[config.mk]
export PLATFORM = sky130hd
export DESIGN_NAME = bplc_parser
export DESIGN_NICKNAME = d
export VERILOG_FILES = /design/src/hdl/bplc_pkg.sv /design/src/hdl/bplc_parser.sv
export VERILOG_INCLUDE_DIRS = /design/src /design/src/hdl
export SDC_FILE = /design/constraint.sdc
export NUM_CORES = 1
export LEC_CHECK = 0
export BUFFER_PORTS_ARGS = -buffer_cell sky130_fd_sc_hd__buf_2
export CAP_MARGIN = 10
export CORE_MARGIN = 2
export CORE_UTILIZATION = 33
export DETAILED_ROUTE_END_ITERATION = 12
export SYNTH_ARGS = -nofsm -noshare
export SYNTH_HDL_FRONTEND = slang
export SYNTH_SLANG_ARGS = --single-unit
[constraint.sdc]
create_clock -name clk -period 15.2 [get_ports clk]
set_input_delay 3.04 -clock clk [delete_from_list [all_inputs] [get_ports clk]]
set_output_delay 3.04 -clock clk [all_outputs]
set_load 0.03 [all_outputs]
[src/hdl/binary_payload_length_checker_macros.svh]
// Assertion macros shared by the payload length checker RTL.
// Depends on nothing; included by files that carry concurrent assertions.
`ifndef BINARY_PAYLOAD_LENGTH_CHECKER_MACROS_SVH
`define BINARY_PAYLOAD_LENGTH_CHECKER_MACROS_SVH

// Same-cycle implication, disabled while reset is asserted.
`define BPLC_ASSERT_SAME(name, clk, rstn, ante, cons, msg) \
    name: assert property (@(posedge clk) disable iff (!rstn) (ante) |-> (cons)) \
        else $error(msg);

// Next-cycle implication, disabled while reset is asserted.
`define BPLC_ASSERT_NEXT(name, clk, rstn, ante, cons, msg) \
    name: assert property (@(posedge clk) disable iff (!rstn) (ante) |=> (cons)) \
        else $error(msg);

`endif

[src/hdl/bplc_pkg.sv]
// Types, codes and constants for the binary payload length checker.
// No dependencies; imported by bplc_parser and the top level.
package bplc_pkg;

    localparam int DATA_W       = 8;
    localparam int FIELD_IDX_W  = 4;
    localparam int DESC_W       = 5;
    localparam int DESC_REG_W   = 60;
    localparam int COUNT_W      = 4;
    localparam int MAX_FIELDS_DEF = 12;
    localparam int LEN_W        = 32;
    localparam int SKIP_W       = 35;
    localparam int STATUS_W     = 3;
    localparam int CFG_IDX_W    = 1;
    localparam int CFG_DATA_W   = DESC_REG_W;
    localparam int OUT_FIELDS_W = STATUS_W + FIELD_IDX_W;
    localparam int OUT_TDATA_W  = ((OUT_FIELDS_W + 7) / 8) * 8;
    localparam int OUT_PAD_W    = OUT_TDATA_W - OUT_FIELDS_W;

    typedef enum logic [CFG_IDX_W-1:0] {
        CFG_FIELD_COUNT = 1'b0,
        CFG_DESCRIPTORS = 1'b1
    } cfg_reg_t;

    typedef enum logic [2:0] {
        KIND_PRIM  = 3'd0,
        KIND_STR   = 3'd1,
        KIND_LISTP = 3'd2,
        KIND_LISTS = 3'd3,
        KIND_SETP  = 3'd4,
        KIND_SETS  = 3'd5,
        KIND_MAPSP = 3'd6,
        KIND_MAPSS = 3'd7
    } kind_t;

    typedef enum logic [STATUS_W-1:0] {
        ST_OK        = 3'd0,
        ST_STR_LEN   = 3'd1,
        ST_STR_BODY  = 3'd2,
        ST_COUNT     = 3'd3,
        ST_ITEMS     = 3'd4,
        ST_MAP_VALUE = 3'd5,
        ST_PRIM      = 3'd6
    } status_t;

    typedef enum logic [6:0] {
        PH_FIELD   = 7'b0000001,
        PH_PRIM    = 7'b0000010,
        PH_STRLEN  = 7'b0000100,
        PH_STRBODY = 7'b0001000,
        PH_COUNT   = 7'b0010000,
        PH_ITEMS   = 7'b0100000,
        PH_MAPVAL  = 7'b1000000
    } phase_t;

    typedef struct packed {
        status_t                  status;
        logic [FIELD_IDX_W-1:0]   error_field;
    } result_t;

    // log2 of the primitive size in bytes: 1, 4, 8 (code three is 8)
    function automatic logic [1:0] size_shift(input logic [1:0] code);
        logic [1:0] s;
        case (code)
            2'd0:    s = 2'd0;
            2'd1:    s = 2'd2;
            default: s = 2'd3;
        endcase
        return s;
    endfunction

endpackage

[src/hdl/bplc_parser.sv]
// Per-byte schema walker: parse state registers and next-state logic.
// Depends on bplc_pkg and binary_payload_length_checker_macros.svh.
`include "binary_payload_length_checker_macros.svh"
module bplc_parser #(
    parameter int MAX_FIELDS = bplc_pkg::MAX_FIELDS_DEF
) (
    input  logic                                clk,
    input  logic                                rst_n,
    input  logic                                take,
    input  logic [bplc_pkg::DATA_W-1:0]         data_byte,
    input  logic                                has_byte,
    input  logic                                last,
    input  logic [bplc_pkg::FIELD_IDX_W-1:0]    field_limit,
    input  logic [bplc_pkg::DESC_W*MAX_FIELDS-1:0] descriptors,
    output bplc_pkg::result_t                   result
);
    import bplc_pkg::*;

    phase_t                 phase_reg, phase_next;
    logic [FIELD_IDX_W-1:0] fidx_reg, fidx_next;
    logic [1:0]             hdr_reg, hdr_next;
    logic [LEN_W-1:0]       len_reg, len_next;
    logic [SKIP_W-1:0]      skip_reg, skip_next;
    logic [LEN_W-1:0]       elem_reg, elem_next;
    logic                   mval_reg, mval_next;
    logic                   done_reg, done_next;

    phase_t                 ph;
    logic [FIELD_IDX_W-1:0] fi;
    logic [1:0]             hb;
    logic [LEN_W-1:0]       la;
    logic [SKIP_W-1:0]      sk;
    logic [LEN_W-1:0]       el;
    logic                   mvh;
    logic                   sd;
    logic                   do_str, do_cnt, do_elem, do_field;
    logic [DESC_W-1:0]      desc_cur, desc_end;
    kind_t                  kind_cur, kind_end;
    logic [1:0]             shift_cur;
    logic [SKIP_W-1:0]      size_cur;
    status_t                st;
    logic                   skip_phase;

    function automatic logic [DESC_W-1:0] desc_at(
        input logic [DESC_W*MAX_FIELDS-1:0] descs,
        input logic [FIELD_IDX_W-1:0]       idx
    );
        logic [DESC_W-1:0] d;
        d = '0;
        for (int i = 0; i < MAX_FIELDS; i++)
        begin
            if (idx == FIELD_IDX_W'(i))
            begin
                d = descs[DESC_W*i +: DESC_W];
            end
        end
        return d;
    endfunction

    assign desc_cur  = desc_at(descriptors, fidx_reg);
    assign kind_cur  = kind_t'(desc_cur[2:0]);
    assign shift_cur = size_shift(desc_cur[4:3]);
    assign size_cur  = SKIP_W'(1) << shift_cur;

    always_comb
    begin
        ph       = phase_reg;
        fi       = fidx_reg;
        hb       = hdr_reg;
        la       = len_reg;
        sk       = skip_reg;
        el       = elem_reg;
        mvh      = mval_reg;
        sd       = done_reg;
        do_str   = 1'b0;
        do_cnt   = 1'b0;
        do_elem  = 1'b0;
        do_field = 1'b0;

        if (has_byte && !sd)
        begin
            if (ph == PH_FIELD)
            begin
                if (fi >= field_limit)
                begin
                    sd = 1'b1;
                end
                else
                begin
                    hb  = '0;
                    la  = '0;
                    mvh = 1'b0;
                    case (kind_cur)
                        KIND_PRIM:
                        begin
                            ph = PH_PRIM;
                            sk = size_cur;
                        end
                        KIND_STR: ph = PH_STRLEN;
                        default:  ph = PH_COUNT;
                    endcase
                end
            end
            if (!sd)
            begin
                case (ph)
                    PH_PRIM, PH_ITEMS:
                    begin
                        if (sk <= SKIP_W'(1))
                        begin
                            sk       = '0;
                            do_field = 1'b1;
                        end
                        else
                        begin
                            sk = sk - SKIP_W'(1);
                        end
                    end
                    PH_STRLEN:
                    begin
                        la[{hb[0], 3'b000} +: 8] = la[{hb[0], 3'b000} +: 8] | data_byte;
                        if (hb != 2'd0)
                        begin
                            hb = '0;
                            sk = SKIP_W'(la[15:0]);
                            if (la[15:0] == 16'd0)
                            begin
                                do_str = 1'b1;
                            end
                            else
                            begin
                                ph = PH_STRBODY;
                            end
                        end
                        else
                        begin
                            hb = 2'd1;
                        end
                    end
                    PH_STRBODY:
                    begin
                        if (sk <= SKIP_W'(1))
                        begin
                            sk     = '0;
                            do_str = 1'b1;
                        end
                        else
                        begin
                            sk = sk - SKIP_W'(1);
                        end
                    end
                    PH_COUNT:
                    begin
                        la[{hb, 3'b000} +: 8] = la[{hb, 3'b000} +: 8] | data_byte;
                        if (hb == 2'd3)
                        begin
                            do_cnt = 1'b1;
                        end
                        else
                        begin
                            hb = hb + 2'd1;
                        end
                    end
                    PH_MAPVAL:
                    begin
                        if (sk <= SKIP_W'(1))
                        begin
                            sk      = '0;
                            do_elem = 1'b1;
                        end
                        else
                        begin
                            sk = sk - SKIP_W'(1);
                        end
                    end
                    default: ph = PH_FIELD;
                endcase
            end
        end

        if (do_cnt)
        begin
            el  = la;
            hb  = '0;
            mvh = 1'b0;
            if (kind_cur == KIND_LISTP || kind_cur == KIND_SETP || kind_cur == KIND_PRIM)
            begin
                sk = SKIP_W'(la) << shift_cur;
                if (la == '0)
                begin
                    do_field = 1'b1;
                end
                else
                begin
                    ph = PH_ITEMS;
                end
            end
            else if (la == '0)
            begin
                do_field = 1'b1;
            end
            else
            begin
                ph = PH_STRLEN;
                la = '0;
            end
        end

        if (do_str)
        begin
            if (kind_cur == KIND_STR || kind_cur == KIND_PRIM)
            begin
                do_field = 1'b1;
            end
            else if (kind_cur == KIND_MAPSS && !mvh)
            begin
                mvh = 1'b1;
                ph  = PH_STRLEN;
                hb  = '0;
                la  = '0;
            end
            else if (kind_cur == KIND_MAPSP)
            begin
                ph = PH_MAPVAL;
                sk = size_cur;
            end
            else
            begin
                do_elem = 1'b1;
            end
        end

        if (do_elem)
        begin
            mvh = 1'b0;
            if (el != '0)
            begin
                el = el - LEN_W'(1);
            end
            if (el == '0)
            begin
                do_field = 1'b1;
            end
            else
            begin
                ph = PH_STRLEN;
                hb = '0;
                la = '0;
            end
        end

        if (do_field)
        begin
            fi  = fi + FIELD_IDX_W'(1);
            ph  = PH_FIELD;
            hb  = '0;
            mvh = 1'b0;
        end
    end

    // end-of-payload status from the state after this byte
    assign desc_end = desc_at(descriptors, fi);
    assign kind_end = kind_t'(desc_end[2:0]);

    always_comb
    begin
        st = ST_OK;
        if (!sd)
        begin
            case (ph)
                PH_FIELD:
                begin
                    if (fi < field_limit)
                    begin
                        case (kind_end)
                            KIND_PRIM: st = ST_PRIM;
                            KIND_STR:  st = ST_STR_LEN;
                            default:   st = ST_COUNT;
                        endcase
                    end
                end
                PH_PRIM:    st = ST_PRIM;
                PH_STRLEN:  st = ST_STR_LEN;
                PH_STRBODY: st = ST_STR_BODY;
                PH_COUNT:   st = ST_COUNT;
                PH_ITEMS:   st = ST_ITEMS;
                PH_MAPVAL:  st = ST_MAP_VALUE;
                default:    st = ST_OK;
            endcase
        end
        result.status      = st;
        result.error_field = (st == ST_OK) ? '0 : fi;
    end

    always_comb
    begin
        phase_next = phase_reg;
        fidx_next  = fidx_reg;
        hdr_next   = hdr_reg;
        len_next   = len_reg;
        skip_next  = skip_reg;
        elem_next  = elem_reg;
        mval_next  = mval_reg;
        done_next  = done_reg;
        if (take)
        begin
            if (last)
            begin
                phase_next = PH_FIELD;
                fidx_next  = '0;
                hdr_next   = '0;
                len_next   = '0;
                skip_next  = '0;
                elem_next  = '0;
                mval_next  = 1'b0;
                done_next  = 1'b0;
            end
            else
            begin
                phase_next = ph;
                fidx_next  = fi;
                hdr_next   = hb;
                len_next   = la;
                skip_next  = sk;
                elem_next  = el;
                mval_next  = mvh;
                done_next  = sd;
            end
        end
    end

    always_ff @(posedge clk or negedge rst_n)
    begin
        if (!rst_n)
        begin
            phase_reg <= PH_FIELD;
            fidx_reg  <= '0;
            hdr_reg   <= '0;
            len_reg   <= '0;
            skip_reg  <= '0;
            elem_reg  <= '0;
            mval_reg  <= 1'b0;
            done_reg  <= 1'b0;
        end
        else
        begin
            phase_reg <= phase_next;
            fidx_reg  <= fidx_next;
            hdr_reg   <= hdr_next;
            len_reg   <= len_next;
            skip_reg  <= skip_next;
            elem_reg  <= elem_next;
            mval_reg  <= mval_next;
            done_reg  <= done_next;
        end
    end

    assign skip_phase = (phase_reg == PH_PRIM) || (phase_reg == PH_ITEMS) ||
                        (phase_reg == PH_STRBODY) || (phase_reg == PH_MAPVAL);

    `BPLC_ASSERT_SAME(a_done_in_field_phase, clk, rst_n, done_reg, phase_reg == PH_FIELD, "schema done outside field phase")
    `BPLC_ASSERT_SAME(a_skip_nonzero, clk, rst_n, skip_phase, skip_reg != '0, "skip phase with zero bytes left")

endmodule

==> metrics.md <==
| Metric | Value |
|---|---|
| Status | `finished, final reports clean` |
| Most used DFF post-synth | `dfrtp_1` |
| Total Wirelength | `67.3 mm` |
| Finished Layout Cells | `2499` |
| Flop pwr share | `20.4%` |
| Final #Nets | `2058` |
| Dpl hpwl | `50.2 mm` |
| Maximum buffer depth of the clock tree | `2` |
| Layout cells sized above 1 | `12.2%` |
| Launch point of the worst path | `field_limit[1]` |
| FILL cells | `4272` |
| CTS tree | `built` |
| Hold WC Path Type | `reg2reg` |
| P_sw | `876 µW` |
| Average wire per standard cell | `26.9 µm` |
| Worst path slowest cell | `nor4_2` |
| R2r startpoint | `fidx_reg[0]` |
| VDD IR max | `82.6 µV` |
| Critical path arrival | `11860 ps` |
| H-tree levels | `4` |
| Reg area | `2850 µm²` |
| Post-CTS Setup Inserts | `0` |
| Die H | `204 µm` |
| Leak pwr | `5.96 nW` |
| Synthesis-to-layout area growth | `12.9%` |
| Pins Over Slew Limit | `0` |
| CTS Root Cell | `clkbuf_16` |
| Register area share after synthesis | `21.6%` |
| Final worst slack | `304 ps` |
| GRT Resource Usage Total | `31.9%` |
| Die Area | `41700 µm²` |
| Yosys reg bits | `114` |
| Worst-Margin Slew | `1170 ps` |
| Async SR Flop Fraction | `100%` |
| Hold_ws | `519 ps` |
| CTS clk-pin slew, worst paths | `50 ps` |
| Fin. Hold Viols | `0` |
| Combinational fraction of design power | `55.7%` |
| Area of the multi-input gates | `9490 µm²` |
| PwrDens | `114 nW/µm²` |
| Crit. End Element | `output port` |
| Clock Latency Late Sink | `460 ps` |
| Post-Syn Area | `13200 µm²` |
| Clock Power Share | `24.0%` |
| Max Cap Viol | `0` |
| Vias per std cell | `6.63` |
| Clock sinks | `114` |
| CTS Hold Bufs | `0` |
| Power Total | `1.71 mW` |
| Synthesized instance count | `1924` |
| Vias in the first global route | `15600` |
| Worst Setup EP | `result[3]` |
| Core box area | `39600 µm²` |
| EDFF count, synth | `0` |
| Most numerous cell on the critical path | `inv_1` |
| Antenna violations before repair | `5` |
| Netlist cell types | `93` |
| R2R depth | `25` |
| Fmax | `67.1 MHz` |
| FF-to-FF End | `len_reg[3]` |
| Syn Nets | `2021` |
| IO buf count | `83` |
| RePlAce Congestion | `1.04` |
| Clock Skews | `12.5 ps` |
| Boundary pin count | `84` |
| Pint | `830 µW` |
| Max reg flops | `35` |
| Final Setup Violations | `0` |
| DRC violations left | `0` |
| Largest net degree at the start of global routing | `76` |
| Crit Path Category | `in2out` |
| Total grt overflow | `0` |
| Fin crit share | `98.0%` |
| Post-DRT Antenna Nets | `0` |
| Worst path required time | `12160 ps` |
| FF-to-FF setup slack | `6870 ps` |
| Iteration count of the initial detailed-routing pass | `8` |
| Worst setup SP type | `primary input` |
| Unrepaired setup endpoints after global routing | `no` |
| Cell Rows | `73` |
| Synth warn | `0` |
| Post-route minimum period | `14900 ps` |
| Setup Slack @ Placement | `-26.1 ps` |
| CTS buffer count | `17` |
| First-pass GRT wire length | `100 mm` |
| Vias post-DR | `16600` |
| Starting Density | `33.4%` |
| DP Area | `14400 µm²` |
| Starting DRC count in detailed routing | `2413` |
| Die width | `204 µm` |
| Cells after DPL | `2467` |
| Largest stage delay, worst path | `620 ps` |
| Design Area, Final | `14900 µm²` |
| Syn_area_per_cell | `6.88 µm²` |
| Switching Fraction | `51.3%` |
| Worst-path maximum fanout | `13` |
| Slew HR | `21.7%` |
## cells in the final DEF, fill, tap and decap left out, drive strengths merged, types with 36 or more instances in the layout
cell and instances:
buf 141, o22ai 109, nor3 72, nand2 199, o21ai 181, dfrtp 113
nand3 57, nor2 177, mux2i 36, a21oi 162, inv 141
## power groups by stage
stage	sequential [mW]	combinational [mW]	clock [mW]
after floorplan	0.336	0.577	0
after global placement	0.351	0.901	0
after CTS	0.345	0.902	0.413
after detailed placement	0.350	0.898	0
final	0.347	0.949	0.409
after global routing	0.348	0.995	0.424
## critical path, delay by kind of cell
kind / cells / cell delay, ps
adder cells (fa/ha/maj): 3 / 1090
AO/OA/AOI/OAI: 8 / 2620
buffers and inverters: 8 / 1260
AND/OR/NAND/NOR: 11 / 3580
multiplexers: 1 / 230
## per-stage QoR
step / util [%] / TNS (ps)
2_1_floorplan: - / 0
3_3_place_gp: 36.2 / -124
3_5_place_dp: 36.2 / -26.1
4_1_cts: 37.6 / 0
5_1_grt: 37.7 / 0
6_report: 37.7 / 0
## cells in the mapped netlist (all sizes together) (25+ instances only)
master	n	area share, %
a21oi	162	6.1
a22oi	25	1.4
a31oi	35	1.7
clkbuf	108	3.1
dfrtp	113	21
inv	141	4.0
mux2i	36	2.8
nand2	199	5.6
nand3	57	2.2
nor2	177	5.0
nor3	72	2.8
nor4	28	1.5
o21ai	181	6.8
o22ai	109	5.2
xnor2	28	1.9
## layout make-up
type | instances | area share, %
Antenna cell | 1 | 0.0167
Clock buffer | 20 | 2.99
Clock inverter | 11 | 0.762
Inverter | 141 | 3.54
Multi-Input combinational cell | 1546 | 63.5
Sequential cell | 114 | 19.1
Tap cell | 525 | 4.39
Timing Repair Buffer | 141 | 5.73
## logic make-up (layout without fill, tap and decap cells)
logic type | after synthesis | count (layout) | synth area share [%]
AOI/OAI and AO/OA | 740 | 740 | 36.4
and+or+nand+nor | 698 | 698 | 25.5
buffers and inverters | 264 | 313 | 7.58
DFF | 114 | 114 | 21.6
muxes | 53 | 53 | 4.69
xor gates and xnor gates | 35 | 35 | 2.32
adders and majority gates | 20 | 20 | 1.89
other | 0 | 1 | 0
## routing by layer
layer / up-vias / share of wire [%] / track usage (%)
li1: 7283 / - / -
met2: 1138 / 43 / 48.6
met4: 4 / 5.9 / 16.7
met1: 7876 / 40 / 41.6
met3: 259 / 11 / 7.78
met5: - / 0.042 / 0
## how the worst min path moves through the flow
stage                       from            to  depth (start not counted)
floorplan           skip_reg[31]  skip_reg[31]                          2
global placement    skip_reg[31]  skip_reg[31]                          2
detailed placement  skip_reg[31]  skip_reg[31]                          2
CTS                 elem_reg[16]  elem_reg[16]                          2
global route        skip_reg[31]  skip_reg[31]                          2
finish              elem_reg[16]  elem_reg[16]                          2
## what timing repair did
| action | 4_1_cts | 5_1_grt |
|---|---|---|
| pin swaps | 0 | 0 |
| gates resized for setup | 1 | 3 |
| endpoints found under the setup margin | 2 | 7 |
| cloned | 0 | 0 |
Power figures use the tool's default switching activity.
